### src/vad_pkg.sv
// Types, codes and helper functions for the voice activity detector.
// No dependencies; imported by every module of the block.
`timescale 1ns / 1ps

package vad_pkg;

    // field widths
    localparam int ACTION_W = 3;
    localparam int PEAK_W   = 16;
    localparam int EVENT_W  = 3;
    localparam int SLOT_W   = 5;
    localparam int THR_W    = 16;
    localparam int FLOOR_W  = 13;
    localparam int LEN_W    = 8;
    localparam int BLK_W    = 16;

    // command queue between front and back
    localparam int QUEUE_DEPTH = 2;

    // noise floor constants
    localparam logic [FLOOR_W-1:0] FLOOR_RESET = 13'd300;
    localparam logic [FLOOR_W-1:0] PEAK_BOUND  = 13'd8000;

    // register reset values
    localparam logic [LEN_W-1:0] CAL_LEN_RESET   = 8'd20;
    localparam logic [LEN_W-1:0] START_LEN_RESET = 8'd8;
    localparam logic [LEN_W-1:0] END_LEN_RESET   = 8'd38;
    localparam logic [THR_W-1:0] THR_LO_RESET    = 16'd900;
    localparam logic [THR_W-1:0] THR_HI_RESET    = 16'd12000;
    localparam logic [BLK_W-1:0] MAX_BLK_RESET   = 16'd938;

    // register indexes (byte address / 4)
    localparam logic [2:0] REG_CAL_LEN   = 3'd0;
    localparam logic [2:0] REG_START_LEN = 3'd1;
    localparam logic [2:0] REG_END_LEN   = 3'd2;
    localparam logic [2:0] REG_THR_LO    = 3'd3;
    localparam logic [2:0] REG_THR_HI    = 3'd4;
    localparam logic [2:0] REG_MAX_BLK   = 3'd5;

    // input action codes
    localparam logic [ACTION_W-1:0] ACT_BLOCK   = 3'd0;
    localparam logic [ACTION_W-1:0] ACT_GRANT   = 3'd1;
    localparam logic [ACTION_W-1:0] ACT_REJECT  = 3'd2;
    localparam logic [ACTION_W-1:0] ACT_CANCEL  = 3'd3;
    localparam logic [ACTION_W-1:0] ACT_RESTART = 3'd4;

    // result event codes
    localparam logic [EVENT_W-1:0] EV_NONE    = 3'd0;
    localparam logic [EVENT_W-1:0] EV_CAL     = 3'd1;
    localparam logic [EVENT_W-1:0] EV_REQ     = 3'd2;
    localparam logic [EVENT_W-1:0] EV_RELEASE = 3'd3;
    localparam logic [EVENT_W-1:0] EV_SILENCE = 3'd4;
    localparam logic [EVENT_W-1:0] EV_MAX     = 3'd5;
    localparam logic [EVENT_W-1:0] EV_CANCEL  = 3'd6;
    localparam logic [EVENT_W-1:0] EV_DROP    = 3'd7;

    // classified operation
    typedef enum logic [2:0] {
        OP_BLOCK,
        OP_GRANT,
        OP_REJECT,
        OP_CANCEL,
        OP_RESTART,
        OP_NOP
    } op_t;

    // detector mode
    typedef enum logic [1:0] {
        MODE_LISTEN,
        MODE_WAIT,
        MODE_REC
    } mode_t;

    typedef struct packed {
        op_t              op;
        logic [PEAK_W-1:0] peak;
    } cmd_t;

    typedef struct packed {
        logic [LEN_W-1:0] cal_len;
        logic [LEN_W-1:0] start_len;
        logic [LEN_W-1:0] end_len;
        logic [THR_W-1:0] thr_lo;
        logic [THR_W-1:0] thr_hi;
        logic [BLK_W-1:0] max_blocks;
    } cfg_t;

    typedef struct packed {
        logic [EVENT_W-1:0] event_res;
        logic               forward_block;
        logic               store_block;
        logic [SLOT_W-1:0]  store_slot;
        logic [SLOT_W-1:0]  release_first;
        logic [SLOT_W-1:0]  release_count;
        logic [THR_W-1:0]   voice_threshold;
        logic [FLOOR_W-1:0] floor_level;
    } res_t;

    // three times the floor, clamped; the low limit wins when below it
    function automatic logic [THR_W-1:0] vad_thresh(
        input logic [FLOOR_W-1:0] floor_val,
        input logic [THR_W-1:0]   lo,
        input logic [THR_W-1:0]   hi
    );
        logic [THR_W-1:0] thr3;
        thr3 = THR_W'({floor_val, 1'b0}) + THR_W'(floor_val);
        if (thr3 < lo) begin
            return lo;
        end else if (thr3 > hi) begin
            return hi;
        end
        return thr3;
    endfunction

endpackage

### src/vad_regs.sv
// APB configuration registers of the voice activity detector.
// Depends on vad_pkg for the register map and reset values.
`timescale 1ns / 1ps

module vad_regs
    import vad_pkg::*;
(
    input  logic        aclk,
    input  logic        aresetn,
    input  logic        psel,
    input  logic        penable,
    input  logic        pwrite,
    input  logic [4:0]  paddr,
    input  logic [31:0] pwdata,
    output logic [31:0] prdata,
    output logic        pready,
    output cfg_t        cfg_o
);

    cfg_t       cfg_reg;
    cfg_t       cfg_next;
    logic       wr_en;
    logic [2:0] reg_idx;

    assign pready  = 1'b1;
    assign wr_en   = psel && penable && pwrite;
    assign reg_idx = paddr[4:2];
    assign cfg_o   = cfg_reg;

    // register write decode
    always_comb begin
        cfg_next = cfg_reg;
        if (wr_en) begin
            unique case (reg_idx)
                REG_CAL_LEN:   cfg_next.cal_len    = pwdata[LEN_W-1:0];
                REG_START_LEN: cfg_next.start_len  = pwdata[LEN_W-1:0];
                REG_END_LEN:   cfg_next.end_len    = pwdata[LEN_W-1:0];
                REG_THR_LO:    cfg_next.thr_lo     = pwdata[THR_W-1:0];
                REG_THR_HI:    cfg_next.thr_hi     = pwdata[THR_W-1:0];
                REG_MAX_BLK:   cfg_next.max_blocks = pwdata[BLK_W-1:0];
                default:       cfg_next = cfg_reg;
            endcase
        end
    end

    always_ff @(posedge aclk) begin
        if (!aresetn) begin
            cfg_reg.cal_len    <= CAL_LEN_RESET;
            cfg_reg.start_len  <= START_LEN_RESET;
            cfg_reg.end_len    <= END_LEN_RESET;
            cfg_reg.thr_lo     <= THR_LO_RESET;
            cfg_reg.thr_hi     <= THR_HI_RESET;
            cfg_reg.max_blocks <= MAX_BLK_RESET;
        end else begin
            cfg_reg <= cfg_next;
        end
    end

    // read mux
    always_comb begin
        unique case (reg_idx)
            REG_CAL_LEN:   prdata = 32'(cfg_reg.cal_len);
            REG_START_LEN: prdata = 32'(cfg_reg.start_len);
            REG_END_LEN:   prdata = 32'(cfg_reg.end_len);
            REG_THR_LO:    prdata = 32'(cfg_reg.thr_lo);
            REG_THR_HI:    prdata = 32'(cfg_reg.thr_hi);
            REG_MAX_BLK:   prdata = 32'(cfg_reg.max_blocks);
            default:       prdata = '0;
        endcase
    end

endmodule

### src/vad_front.sv
// Front end: takes input words, classifies the action and holds one command.
// Depends on vad_pkg for the action codes and command type.
`timescale 1ns / 1ps

module vad_front
    import vad_pkg::*;
(
    input  logic                aclk,
    input  logic                aresetn,
    input  logic                in_valid,
    output logic                in_ready,
    input  logic [ACTION_W-1:0] in_action,
    input  logic [PEAK_W-1:0]   in_peak,
    output logic                push_o,
    output cmd_t                cmd_o,
    input  logic                queue_ready
);

    logic valid_reg;
    logic valid_next;
    cmd_t cmd_reg;
    cmd_t cmd_dec;
    logic take;

    assign push_o   = valid_reg && queue_ready;
    assign in_ready = !valid_reg || queue_ready;
    assign take     = in_valid && in_ready;
    assign cmd_o    = cmd_reg;

    // action decode; unused codes become a no-op
    always_comb begin
        cmd_dec.peak = in_peak;
        unique case (in_action)
            ACT_BLOCK:   cmd_dec.op = OP_BLOCK;
            ACT_GRANT:   cmd_dec.op = OP_GRANT;
            ACT_REJECT:  cmd_dec.op = OP_REJECT;
            ACT_CANCEL:  cmd_dec.op = OP_CANCEL;
            ACT_RESTART: cmd_dec.op = OP_RESTART;
            default:     cmd_dec.op = OP_NOP;
        endcase
    end

    always_comb begin
        valid_next = valid_reg;
        if (take) begin
            valid_next = 1'b1;
        end else if (push_o) begin
            valid_next = 1'b0;
        end
    end

    always_ff @(posedge aclk) begin
        if (!aresetn) begin
            valid_reg <= 1'b0;
        end else begin
            valid_reg <= valid_next;
        end
    end

    always_ff @(posedge aclk) begin
        if (take) begin
            cmd_reg <= cmd_dec;
        end
    end

endmodule

### src/vad_fifo.sv
// Short command queue between the front end and the detector core.
// Depends on vad_pkg for the command type and queue depth.
`timescale 1ns / 1ps

module vad_fifo
    import vad_pkg::*;
(
    input  logic aclk,
    input  logic aresetn,
    input  logic push,
    input  cmd_t push_cmd,
    output logic push_ready,
    input  logic pop,
    output logic pop_valid,
    output cmd_t pop_cmd
);

    localparam int PW = (QUEUE_DEPTH > 1) ? $clog2(QUEUE_DEPTH) : 1;
    localparam int CNTW = $clog2(QUEUE_DEPTH + 1);

    cmd_t            entries_reg [QUEUE_DEPTH];
    logic [PW-1:0]   wr_ptr_reg;
    logic [PW-1:0]   wr_ptr_next;
    logic [PW-1:0]   rd_ptr_reg;
    logic [PW-1:0]   rd_ptr_next;
    logic [CNTW-1:0] count_reg;
    logic [CNTW-1:0] count_next;

    assign push_ready = count_reg != CNTW'(QUEUE_DEPTH);
    assign pop_valid  = count_reg != '0;
    assign pop_cmd    = entries_reg[rd_ptr_reg];

    // pointer and occupancy update
    always_comb begin
        wr_ptr_next = wr_ptr_reg;
        rd_ptr_next = rd_ptr_reg;
        count_next  = count_reg;
        if (push) begin
            wr_ptr_next = (wr_ptr_reg == PW'(QUEUE_DEPTH - 1)) ? '0 : wr_ptr_reg + 1'b1;
        end
        if (pop) begin
            rd_ptr_next = (rd_ptr_reg == PW'(QUEUE_DEPTH - 1)) ? '0 : rd_ptr_reg + 1'b1;
        end
        if (push && !pop) begin
            count_next = count_reg + 1'b1;
        end else if (pop && !push) begin
            count_next = count_reg - 1'b1;
        end
    end

    always_ff @(posedge aclk) begin
        if (!aresetn) begin
            wr_ptr_reg <= '0;
            rd_ptr_reg <= '0;
            count_reg  <= '0;
        end else begin
            wr_ptr_reg <= wr_ptr_next;
            rd_ptr_reg <= rd_ptr_next;
            count_reg  <= count_next;
        end
    end

    always_ff @(posedge aclk) begin
        if (push) begin
            entries_reg[wr_ptr_reg] <= push_cmd;
        end
    end

endmodule

### src/vad_core.sv
// Detector core: noise floor, run counters, pre-roll ring and phrase control.
// Depends on vad_pkg; holds the result word until the sink takes it.
`timescale 1ns / 1ps

module vad_core
    import vad_pkg::*;
#(
    parameter int PREROLL_DEPTH = 20
) (
    input  logic aclk,
    input  logic aresetn,
    input  cfg_t cfg_i,
    input  logic cmd_valid,
    input  cmd_t cmd_i,
    output logic pop_o,
    output logic out_valid,
    input  logic out_ready,
    output res_t res_o
);

    localparam int RW = (PREROLL_DEPTH > 1) ? $clog2(PREROLL_DEPTH) : 1;
    localparam int FW = $clog2(PREROLL_DEPTH + 1);

    // detector state
    mode_t              mode_reg, mode_next;
    logic [FLOOR_W-1:0] floor_reg, floor_next;
    logic [LEN_W-1:0]   cal_reg, cal_next;
    logic [LEN_W-1:0]   vrun_reg, vrun_next;
    logic [LEN_W-1:0]   srun_reg, srun_next;
    logic [RW-1:0]      head_reg, head_next;
    logic [FW-1:0]      fill_reg, fill_next;
    logic [BLK_W-1:0]   pblk_reg, pblk_next;

    // result word
    logic               out_valid_reg, out_valid_next;
    logic [EVENT_W-1:0] ev_reg, ev_next;
    logic               fwd_reg, fwd_next;
    logic               st_reg, st_next;
    logic [SLOT_W-1:0]  slot_reg, slot_next;
    logic [SLOT_W-1:0]  first_reg, first_next;
    logic [SLOT_W-1:0]  count_reg, count_next;

    // per-word decisions
    logic [THR_W-1:0]   thr_cur;
    logic               voice;
    logic [FLOOR_W-1:0] peak_bound;
    logic [17:0]        floor_acc;
    logic [FLOOR_W-1:0] floor_upd;
    logic [LEN_W-1:0]   vrun_blk;
    logic [LEN_W-1:0]   srun_blk;
    logic [LEN_W-1:0]   cal_inc;
    logic [BLK_W-1:0]   pblk_inc;
    logic               cal_phase;
    logic               req_fire;
    logic               rec_silence;
    logic               rec_max;
    logic [RW-1:0]      head_inc;
    logic [FW-1:0]      fill_inc;
    logic [FW:0]        head_w;
    logic [FW:0]        fill_w;
    logic [FW:0]        first_w;
    logic               active;
    logic               clear_soft;
    logic               clear_hard;

    assign pop_o = cmd_valid && (!out_valid_reg || out_ready);

    // voice decision uses the floor before this block's update
    assign thr_cur    = vad_thresh(floor_reg, cfg_i.thr_lo, cfg_i.thr_hi);
    assign voice      = cmd_i.peak >= thr_cur;
    assign peak_bound = (cmd_i.peak >= PEAK_W'(PEAK_BOUND)) ? PEAK_BOUND
                                                            : cmd_i.peak[FLOOR_W-1:0];
    // 31/32 leaky average: floor*32 - floor + peak, then >> 5
    assign floor_acc  = ({floor_reg, 5'b0} - 18'(floor_reg)) + 18'(peak_bound);
    assign floor_upd  = floor_acc[17:5];

    // saturating run and block counters, plus the calibration increment
    assign vrun_blk = !voice ? '0 : ((vrun_reg == '1) ? vrun_reg : vrun_reg + 1'b1);
    assign srun_blk = voice ? '0 : ((srun_reg == '1) ? srun_reg : srun_reg + 1'b1);
    assign pblk_inc = (pblk_reg == '1) ? pblk_reg : pblk_reg + 1'b1;
    assign cal_inc  = cal_reg + 1'b1;

    assign cal_phase   = cal_reg < cfg_i.cal_len;
    assign req_fire    = !cal_phase && (vrun_blk >= cfg_i.start_len);
    assign rec_silence = srun_blk >= cfg_i.end_len;
    assign rec_max     = pblk_inc >= cfg_i.max_blocks;
    assign active      = (mode_reg == MODE_WAIT) || (mode_reg == MODE_REC);

    // ring pointers
    assign head_inc = (head_reg == RW'(PREROLL_DEPTH - 1)) ? '0 : head_reg + 1'b1;
    assign fill_inc = (fill_reg == FW'(PREROLL_DEPTH)) ? fill_reg : fill_reg + 1'b1;
    assign head_w   = (FW + 1)'(head_reg);
    assign fill_w   = (FW + 1)'(fill_reg);
    assign first_w  = (head_w >= fill_w) ? head_w - fill_w
                                         : head_w + (FW + 1)'(PREROLL_DEPTH) - fill_w;

    // mode next state
    always_comb begin
        mode_next = mode_reg;
        unique case (mode_reg)
            MODE_LISTEN: begin
                if (cmd_i.op == OP_BLOCK && req_fire) begin
                    mode_next = MODE_WAIT;
                end
            end
            MODE_WAIT: begin
                case (cmd_i.op) inside
                    OP_GRANT:                        mode_next = MODE_REC;
                    OP_REJECT, OP_CANCEL, OP_RESTART: mode_next = MODE_LISTEN;
                    default:                         mode_next = MODE_WAIT;
                endcase
            end
            MODE_REC: begin
                case (cmd_i.op) inside
                    OP_BLOCK: begin
                        if (rec_silence || rec_max) begin
                            mode_next = MODE_LISTEN;
                        end
                    end
                    OP_REJECT, OP_CANCEL, OP_RESTART: mode_next = MODE_LISTEN;
                    default:                         mode_next = MODE_REC;
                endcase
            end
            default: mode_next = MODE_LISTEN;
        endcase
    end

    // datapath and result word
    always_comb begin
        floor_next = floor_reg;
        cal_next   = cal_reg;
        vrun_next  = vrun_reg;
        srun_next  = srun_reg;
        head_next  = head_reg;
        fill_next  = fill_reg;
        pblk_next  = pblk_reg;
        ev_next    = EV_NONE;
        fwd_next   = 1'b0;
        st_next    = 1'b0;
        slot_next  = '0;
        first_next = '0;
        count_next = '0;
        clear_soft = 1'b0;
        clear_hard = 1'b0;

        case (cmd_i.op)
            OP_BLOCK: begin
                if (mode_reg == MODE_REC) begin
                    fwd_next  = 1'b1;
                    pblk_next = pblk_inc;
                    srun_next = srun_blk;
                    if (rec_silence) begin
                        ev_next    = EV_SILENCE;
                        clear_soft = 1'b1;
                    end else if (rec_max) begin
                        ev_next    = EV_MAX;
                        clear_soft = 1'b1;
                    end
                end else begin
                    st_next   = 1'b1;
                    slot_next = SLOT_W'(head_reg);
                    head_next = head_inc;
                    fill_next = fill_inc;
                    if (mode_reg == MODE_LISTEN) begin
                        if (cal_phase) begin
                            floor_next = floor_upd;
                            cal_next   = cal_inc;
                            if (cal_inc == cfg_i.cal_len) begin
                                ev_next = EV_CAL;
                            end
                        end else begin
                            vrun_next = vrun_blk;
                            if (!voice) begin
                                floor_next = floor_upd;
                            end
                            if (req_fire) begin
                                ev_next   = EV_REQ;
                                srun_next = '0;
                                vrun_next = '0;
                            end
                        end
                    end
                end
            end
            OP_GRANT: begin
                if (mode_reg == MODE_WAIT) begin
                    ev_next    = EV_RELEASE;
                    first_next = SLOT_W'(first_w);
                    count_next = SLOT_W'(fill_reg);
                    pblk_next  = BLK_W'(fill_reg);
                    head_next  = '0;
                    fill_next  = '0;
                end
            end
            OP_REJECT: begin
                if (mode_reg == MODE_WAIT) begin
                    ev_next    = EV_DROP;
                    clear_soft = 1'b1;
                end else if (mode_reg == MODE_REC) begin
                    ev_next    = EV_CANCEL;
                    clear_soft = 1'b1;
                end
            end
            OP_CANCEL: begin
                if (active) begin
                    ev_next    = EV_CANCEL;
                    clear_soft = 1'b1;
                end
            end
            OP_RESTART: begin
                if (active) begin
                    ev_next = EV_CANCEL;
                end
                clear_hard = 1'b1;
            end
            default: begin
                ev_next = EV_NONE;
            end
        endcase

        // phrase end or restart clears counters and ring
        if (clear_soft || clear_hard) begin
            vrun_next = '0;
            srun_next = '0;
            head_next = '0;
            fill_next = '0;
            pblk_next = '0;
        end
        if (clear_soft) begin
            cal_next = cfg_i.cal_len;
        end
        if (clear_hard) begin
            cal_next   = '0;
            floor_next = FLOOR_RESET;
        end
    end

    // output holds until taken
    always_comb begin
        out_valid_next = out_valid_reg;
        if (pop_o) begin
            out_valid_next = 1'b1;
        end else if (out_ready) begin
            out_valid_next = 1'b0;
        end
    end

    always_ff @(posedge aclk) begin
        if (!aresetn) begin
            mode_reg      <= MODE_LISTEN;
            floor_reg     <= FLOOR_RESET;
            cal_reg       <= '0;
            vrun_reg      <= '0;
            srun_reg      <= '0;
            head_reg      <= '0;
            fill_reg      <= '0;
            pblk_reg      <= '0;
            out_valid_reg <= 1'b0;
        end else begin
            out_valid_reg <= out_valid_next;
            if (pop_o) begin
                mode_reg  <= mode_next;
                floor_reg <= floor_next;
                cal_reg   <= cal_next;
                vrun_reg  <= vrun_next;
                srun_reg  <= srun_next;
                head_reg  <= head_next;
                fill_reg  <= fill_next;
                pblk_reg  <= pblk_next;
            end
        end
    end

    // result payload; the floor shown is the one after this word
    logic [FLOOR_W-1:0] out_floor_reg;

    always_ff @(posedge aclk) begin
        if (pop_o) begin
            ev_reg        <= ev_next;
            fwd_reg       <= fwd_next;
            st_reg        <= st_next;
            slot_reg      <= slot_next;
            first_reg     <= first_next;
            count_reg     <= count_next;
            out_floor_reg <= floor_next;
        end
    end

    assign out_valid             = out_valid_reg;
    assign res_o.event_res       = ev_reg;
    assign res_o.forward_block   = fwd_reg;
    assign res_o.store_block     = st_reg;
    assign res_o.store_slot      = slot_reg;
    assign res_o.release_first   = first_reg;
    assign res_o.release_count   = count_reg;
    assign res_o.floor_level     = out_floor_reg;
    assign res_o.voice_threshold = vad_thresh(out_floor_reg, cfg_i.thr_lo, cfg_i.thr_hi);

endmodule

### src/voice_activity_detector.sv
// Top level of the energy voice activity detector with pre-roll ring.
// Depends on vad_pkg, vad_regs, vad_front, vad_fifo and vad_core.
`timescale 1ns / 1ps
//
//  Port group  Direction  Carries
//  s_axis_*    in         one audio block peak or a control action per word
//  m_axis_*    out        one result word per input word
//  APB         in/out     six configuration registers at byte addresses 0..20
//
//  One word per clock sustained while m_axis does not stall; a word's result passes
//  the front register, command queue and core result register before m_axis offers it.
//  The core updates the noise floor and counters in one registered step per word taken.
//  aresetn is synchronous; it clears all control state and restores the
//  register defaults. m_axis back-pressure fills the two-entry queue and the
//  front register before s_axis_tready drops.

module voice_activity_detector
    import vad_pkg::*;
#(
    parameter int PREROLL_DEPTH = 20
) (
    input  logic        aclk,
    input  logic        aresetn,
    // input stream
    input  logic        s_axis_tvalid,
    output logic        s_axis_tready,
    input  logic [15:0] s_axis_tdata,   // [15:0] peak
    input  logic [2:0]  s_axis_tuser,   // [2:0] action
    // result stream
    output logic        m_axis_tvalid,
    input  logic        m_axis_tready,
    // [0] forward_block, [1] store_block, [6:2] store_slot, [11:7] release_first,
    // [16:12] release_count, [32:17] voice_threshold, [45:33] floor_level, [47:46] zero
    output logic [47:0] m_axis_tdata,
    output logic [2:0]  m_axis_tuser,   // [2:0] event_res
    // configuration
    input  logic        psel,
    input  logic        penable,
    input  logic        pwrite,
    input  logic [4:0]  paddr,
    input  logic [31:0] pwdata,
    output logic [31:0] prdata,
    output logic        pready
);

    cfg_t cfg;
    cmd_t front_cmd;
    cmd_t queue_cmd;
    res_t res;
    logic front_push;
    logic queue_ready;
    logic queue_valid;
    logic core_pop;

    vad_regs u_regs (
        .aclk    (aclk),
        .aresetn (aresetn),
        .psel    (psel),
        .penable (penable),
        .pwrite  (pwrite),
        .paddr   (paddr),
        .pwdata  (pwdata),
        .prdata  (prdata),
        .pready  (pready),
        .cfg_o   (cfg)
    );

    vad_front u_front (
        .aclk        (aclk),
        .aresetn     (aresetn),
        .in_valid    (s_axis_tvalid),
        .in_ready    (s_axis_tready),
        .in_action   (s_axis_tuser),
        .in_peak     (s_axis_tdata),
        .push_o      (front_push),
        .cmd_o       (front_cmd),
        .queue_ready (queue_ready)
    );

    vad_fifo u_fifo (
        .aclk       (aclk),
        .aresetn    (aresetn),
        .push       (front_push),
        .push_cmd   (front_cmd),
        .push_ready (queue_ready),
        .pop        (core_pop),
        .pop_valid  (queue_valid),
        .pop_cmd    (queue_cmd)
    );

    vad_core #(
        .PREROLL_DEPTH (PREROLL_DEPTH)
    ) u_core (
        .aclk      (aclk),
        .aresetn   (aresetn),
        .cfg_i     (cfg),
        .cmd_valid (queue_valid),
        .cmd_i     (queue_cmd),
        .pop_o     (core_pop),
        .out_valid (m_axis_tvalid),
        .out_ready (m_axis_tready),
        .res_o     (res)
    );

    // result word packing
    assign m_axis_tuser = res.event_res;
    assign m_axis_tdata = {2'b00, res.floor_level, res.voice_threshold,
                           res.release_count, res.release_first, res.store_slot,
                           res.store_block, res.forward_block};

endmodule

### config.mk
export PLATFORM = sky130hd
export DESIGN_NAME = voice_activity_detector
export DESIGN_NICKNAME = d
export VERILOG_FILES = /design/src/vad_pkg.sv /design/src/vad_regs.sv /design/src/vad_front.sv /design/src/vad_fifo.sv /design/src/vad_core.sv /design/src/voice_activity_detector.sv
export SDC_FILE = /design/constraint.sdc
export NUM_CORES = 1
export LEC_CHECK = 0
export BUFFER_PORTS_ARGS = -buffer_cell sky130_fd_sc_hd__buf_2
export CORE_ASPECT_RATIO = 1.75
export CORE_UTILIZATION = 45
export DETAILED_ROUTE_END_ITERATION = 6
export PLACE_DENSITY = 0.75
export SYNTH_ARGS = -nofsm -noshare
export SYNTH_HDL_FRONTEND = slang
export SYNTH_SLANG_ARGS = --single-unit
export TNS_END_PERCENT = 1
### constraint.sdc
create_clock -name aclk -period 9.68 [get_ports aclk]
set_clock_uncertainty 0.2 [all_clocks]
set_input_delay 1.452 -clock aclk [delete_from_list [all_inputs] [get_ports aclk]]
set_output_delay 1.452 -clock aclk [all_outputs]
set_load 0.005 [all_outputs]
==> results.json <==
{
  "drive_above_1_share": 0.120,
  "grtUsageMet3": 0.0297,
  "syn_inst": 1824,
  "worst_slew_pin_slew_ns": 1.01,
  "cts_setup_buffers": 0,
  "design.core.area_sq_mm": 0.0359,
  "hp-class": "reg -> reg",
  "cts_root_buf": "clkbuf_16",
  "pin_count": 149,
  "crit_family": "compound AO/OA/AOI/OAI gates",
  "final_antenna_net_count": 0,
  "hold_buffers": 0,
  "synth_edf_count": 90,
  "cp_num_buf_inv": 5,
  "cts_buffer_depth": 3,
  "r2r_setup_slack_ns": 0.57,
  "grt_max_degree": 79,
  "dpl_worst_slack_ns": 0.657,
  "final_max_slew_viol_count": 0,
  "maxSlewHeadroom": 0.325,
  "synthArstFlopShare": 0,
  "hold_viol": 0,
  "cts_htree_levels": 1,
  "rsz0062_at_grt": "no",
  "synth-seq-cells": 234,
  "setup_tns_ns": 0,
  "place_hpwl_um": 37300,
  "initial_core_util": 0.455,
  "cts_tree": "built",
  "maxCapViolCount": 0,
  "power_density_mw_per_mm2": 231,
  "wl_per_cell_um": 19.6,
  "met1_usage": 0.242,
  "status": "finished, final reports clean",
  "synthFlopType": "dfxtp_1",
  "synthTopCellsByArea": "dfxtp_1 (18%), edfxtp_1 (17%), ha_1 (14%)",
  "cp-start-kind": "flip-flop",
  "synth_area_sq_mm": 0.0164,
  "std_cell_rows": 92,
  "grt_pass1_wl_um": 73100,
  "nets": 2179,
  "mostFrequentLayoutCells": "nand2_1 (203), ha_1 (182), dfxtp_1 (144)",
  "worstSetupEndpointType": "flip-flop",
  "gp_congestion": 0.996,
  "place_area_sq_mm": 0.0174,
  "setup_ws_ns": 0.568,
  "gr-usage-met2": 0.474,
  "track_usage": 0.251,
  "synth_top_area_cell": "dfxtp_1",
  "clock-sinks": 234,
  "viasPerCell": 5.82,
  "synth.top_cell.area_share": 0.176,
  "insertion_delay_ns": 0.55,
  "die_area_sq_mm": 0.0371,
  "crit_arrival_ns": 9.38,
  "fin_crit_sh": 0.941,
  "fp.dieH_um": 254,
  "utilization": 0.505,
  "cts_buffers": 22,
  "cpMaxStageDelayCell": "a311oi_1",
  "drt_iter0_markers": 697,
  "area_delta_synth_final_pct": 10.8,
  "design_area_sq_mm": 0.0181,
  "final_common_cell": "nand2_1",
  "leakage_nw": 7.69,
  "numPortBuffers": 111,
  "yosysSeqAreaShare": 0.341,
  "largest_reg_flops": 72,
  "antenna_found_initial": 5,
  "syn_area_per_cell_sq_um": 8.97,
  "ys_warn_count": 0,
  "drc_errors": 0,
  "postCtsResizedCells": 0,
  "synth_cell_type_count": 82,
  "slowest_delay_ns": 0.44,
  "die_x_um": 146,
  "setup_viol": 0,
  "wl_um": 47200,
  "overflow": 0,
  "power_mw": 4.18,
  "peakVddDrop_uv": 123,
  "grt_pass1_vias": 14051,
  "dr_total_vias": 14018,
  "cts.reportedPaths.clkPinSlew_ns": 0.07,
  "grt-busiest-layer": "met2",
  "cp_max_fo": 9,
  "required_ns": 9.94,
  "period_needed_ns": 9.11,
  "first_pass_iters": 5,
  "timing.fmax_mhz": 110,
  "setup.worst_path.class": "reg -> reg"
}
## final cells by class
class	count	area [sq um]
tap	470	588
fill	3337	17800
clock inverter	10	86.3
inverter	133	499
multi-input combinational	1382	9900
sequential	234	5590
timing repair buffer	147	826
antenna	2	5.00
clock buffer	30	631
## cells by family after synthesis
logic type      Yosys count  share of synthesized area
flops                   234                      0.341
fa+ha+maj               196                      0.156
compound gates          432                      0.176
xor+xnor                 73                     0.0391
simple gates            557                      0.160
mux                     105                     0.0678
buf+inv                 225                     0.0580
other cells               2                   0.000459
## cells in the mapped netlist (7+ instances only)
cell and count:
buf_1 9, buf_2 11, inv_1 130, nor3_1 38
nor4_1 10, and3_1 20, o211ai_1 33, dfxtp_1 144
o22ai_1 12, a22o_1 9, xnor2_1 45, and4_1 8
nand4_1 16, nor2_1 120, nor2b_1 16, o2bb2ai_1 7
a21oi_1 123, and2_1 12, a31oi_1 18, nand2_1 203
nand3_1 63, or3_1 8, o41ai_1 10, a211o_1 8
xor2_1 28, ha_1 182, or2_2 8, clkbuf_1 49
mux2_2 14, fa_1 14, o21ai_0 70, a21o_1 40
a211oi_1 12, buf_4 22, edfxtp_1 90, nand2b_1 14
o21bai_1 7, mux2i_1 87, o21a_1 18
## metal layers
metal,up-vias,part of all wire
li1,6720,-
met1,6608,0.35
met2,490,0.52
met3,194,0.046
met4,6,0.087
met5,-,0.00057
## worst reg2reg max path: cells and delay by family (launching register included)
| family | cells | cell delay, ns |
|---|---|---|
| compound gates | 19 | 4.04 |
| simple gates | 8 | 1.70 |
| fa+ha+maj | 5 | 1.51 |
| buf+inv | 5 | 1.00 |
| flops | 1 | 0.39 |
| xor+xnor | 1 | 0.18 |
## stage by stage
step | hold WS, ns | cells
6_report | 0.247 | 2408
5_1_grt | 0.265 | 2408
4_1_cts | 0.250 | 2406
3_5_place_dp | 0.232 | 2366
3_3_place_gp | 0.224 | 2366
2_1_floorplan | 0.221 | 1841
## power by group
part           leakage [nW]  switching (mW)  internal (mW)  total (mW)
logic                  5.33            1.21          0.891        2.10
registers              2.01          0.0737           1.14        1.21
clock network         0.347           0.404          0.466       0.870
## final timing paths
| check | startpoint | to | depth (start not counted) |
|---|---|---|---|
| worst max-delay path | u_core.floor_reg[1]$_SDFFE_PN0P_ | u_core.cal_reg[7]$_SDFFE_PN0P_ | 38 |
| worst min register to register | u_front.cmd_o[4]$_DFFE_PP_ | u_fifo.entries_reg[0][4]$_DFFE_PP_ | 0 |
| worst min-delay path | u_front.cmd_o[4]$_DFFE_PP_ | u_fifo.entries_reg[0][4]$_DFFE_PP_ | 0 |
| worst max register to register | u_core.floor_reg[1]$_SDFFE_PN0P_ | u_core.cal_reg[7]$_SDFFE_PN0P_ | 38 |
Note: power is estimated with default switching activity, not from simulation.
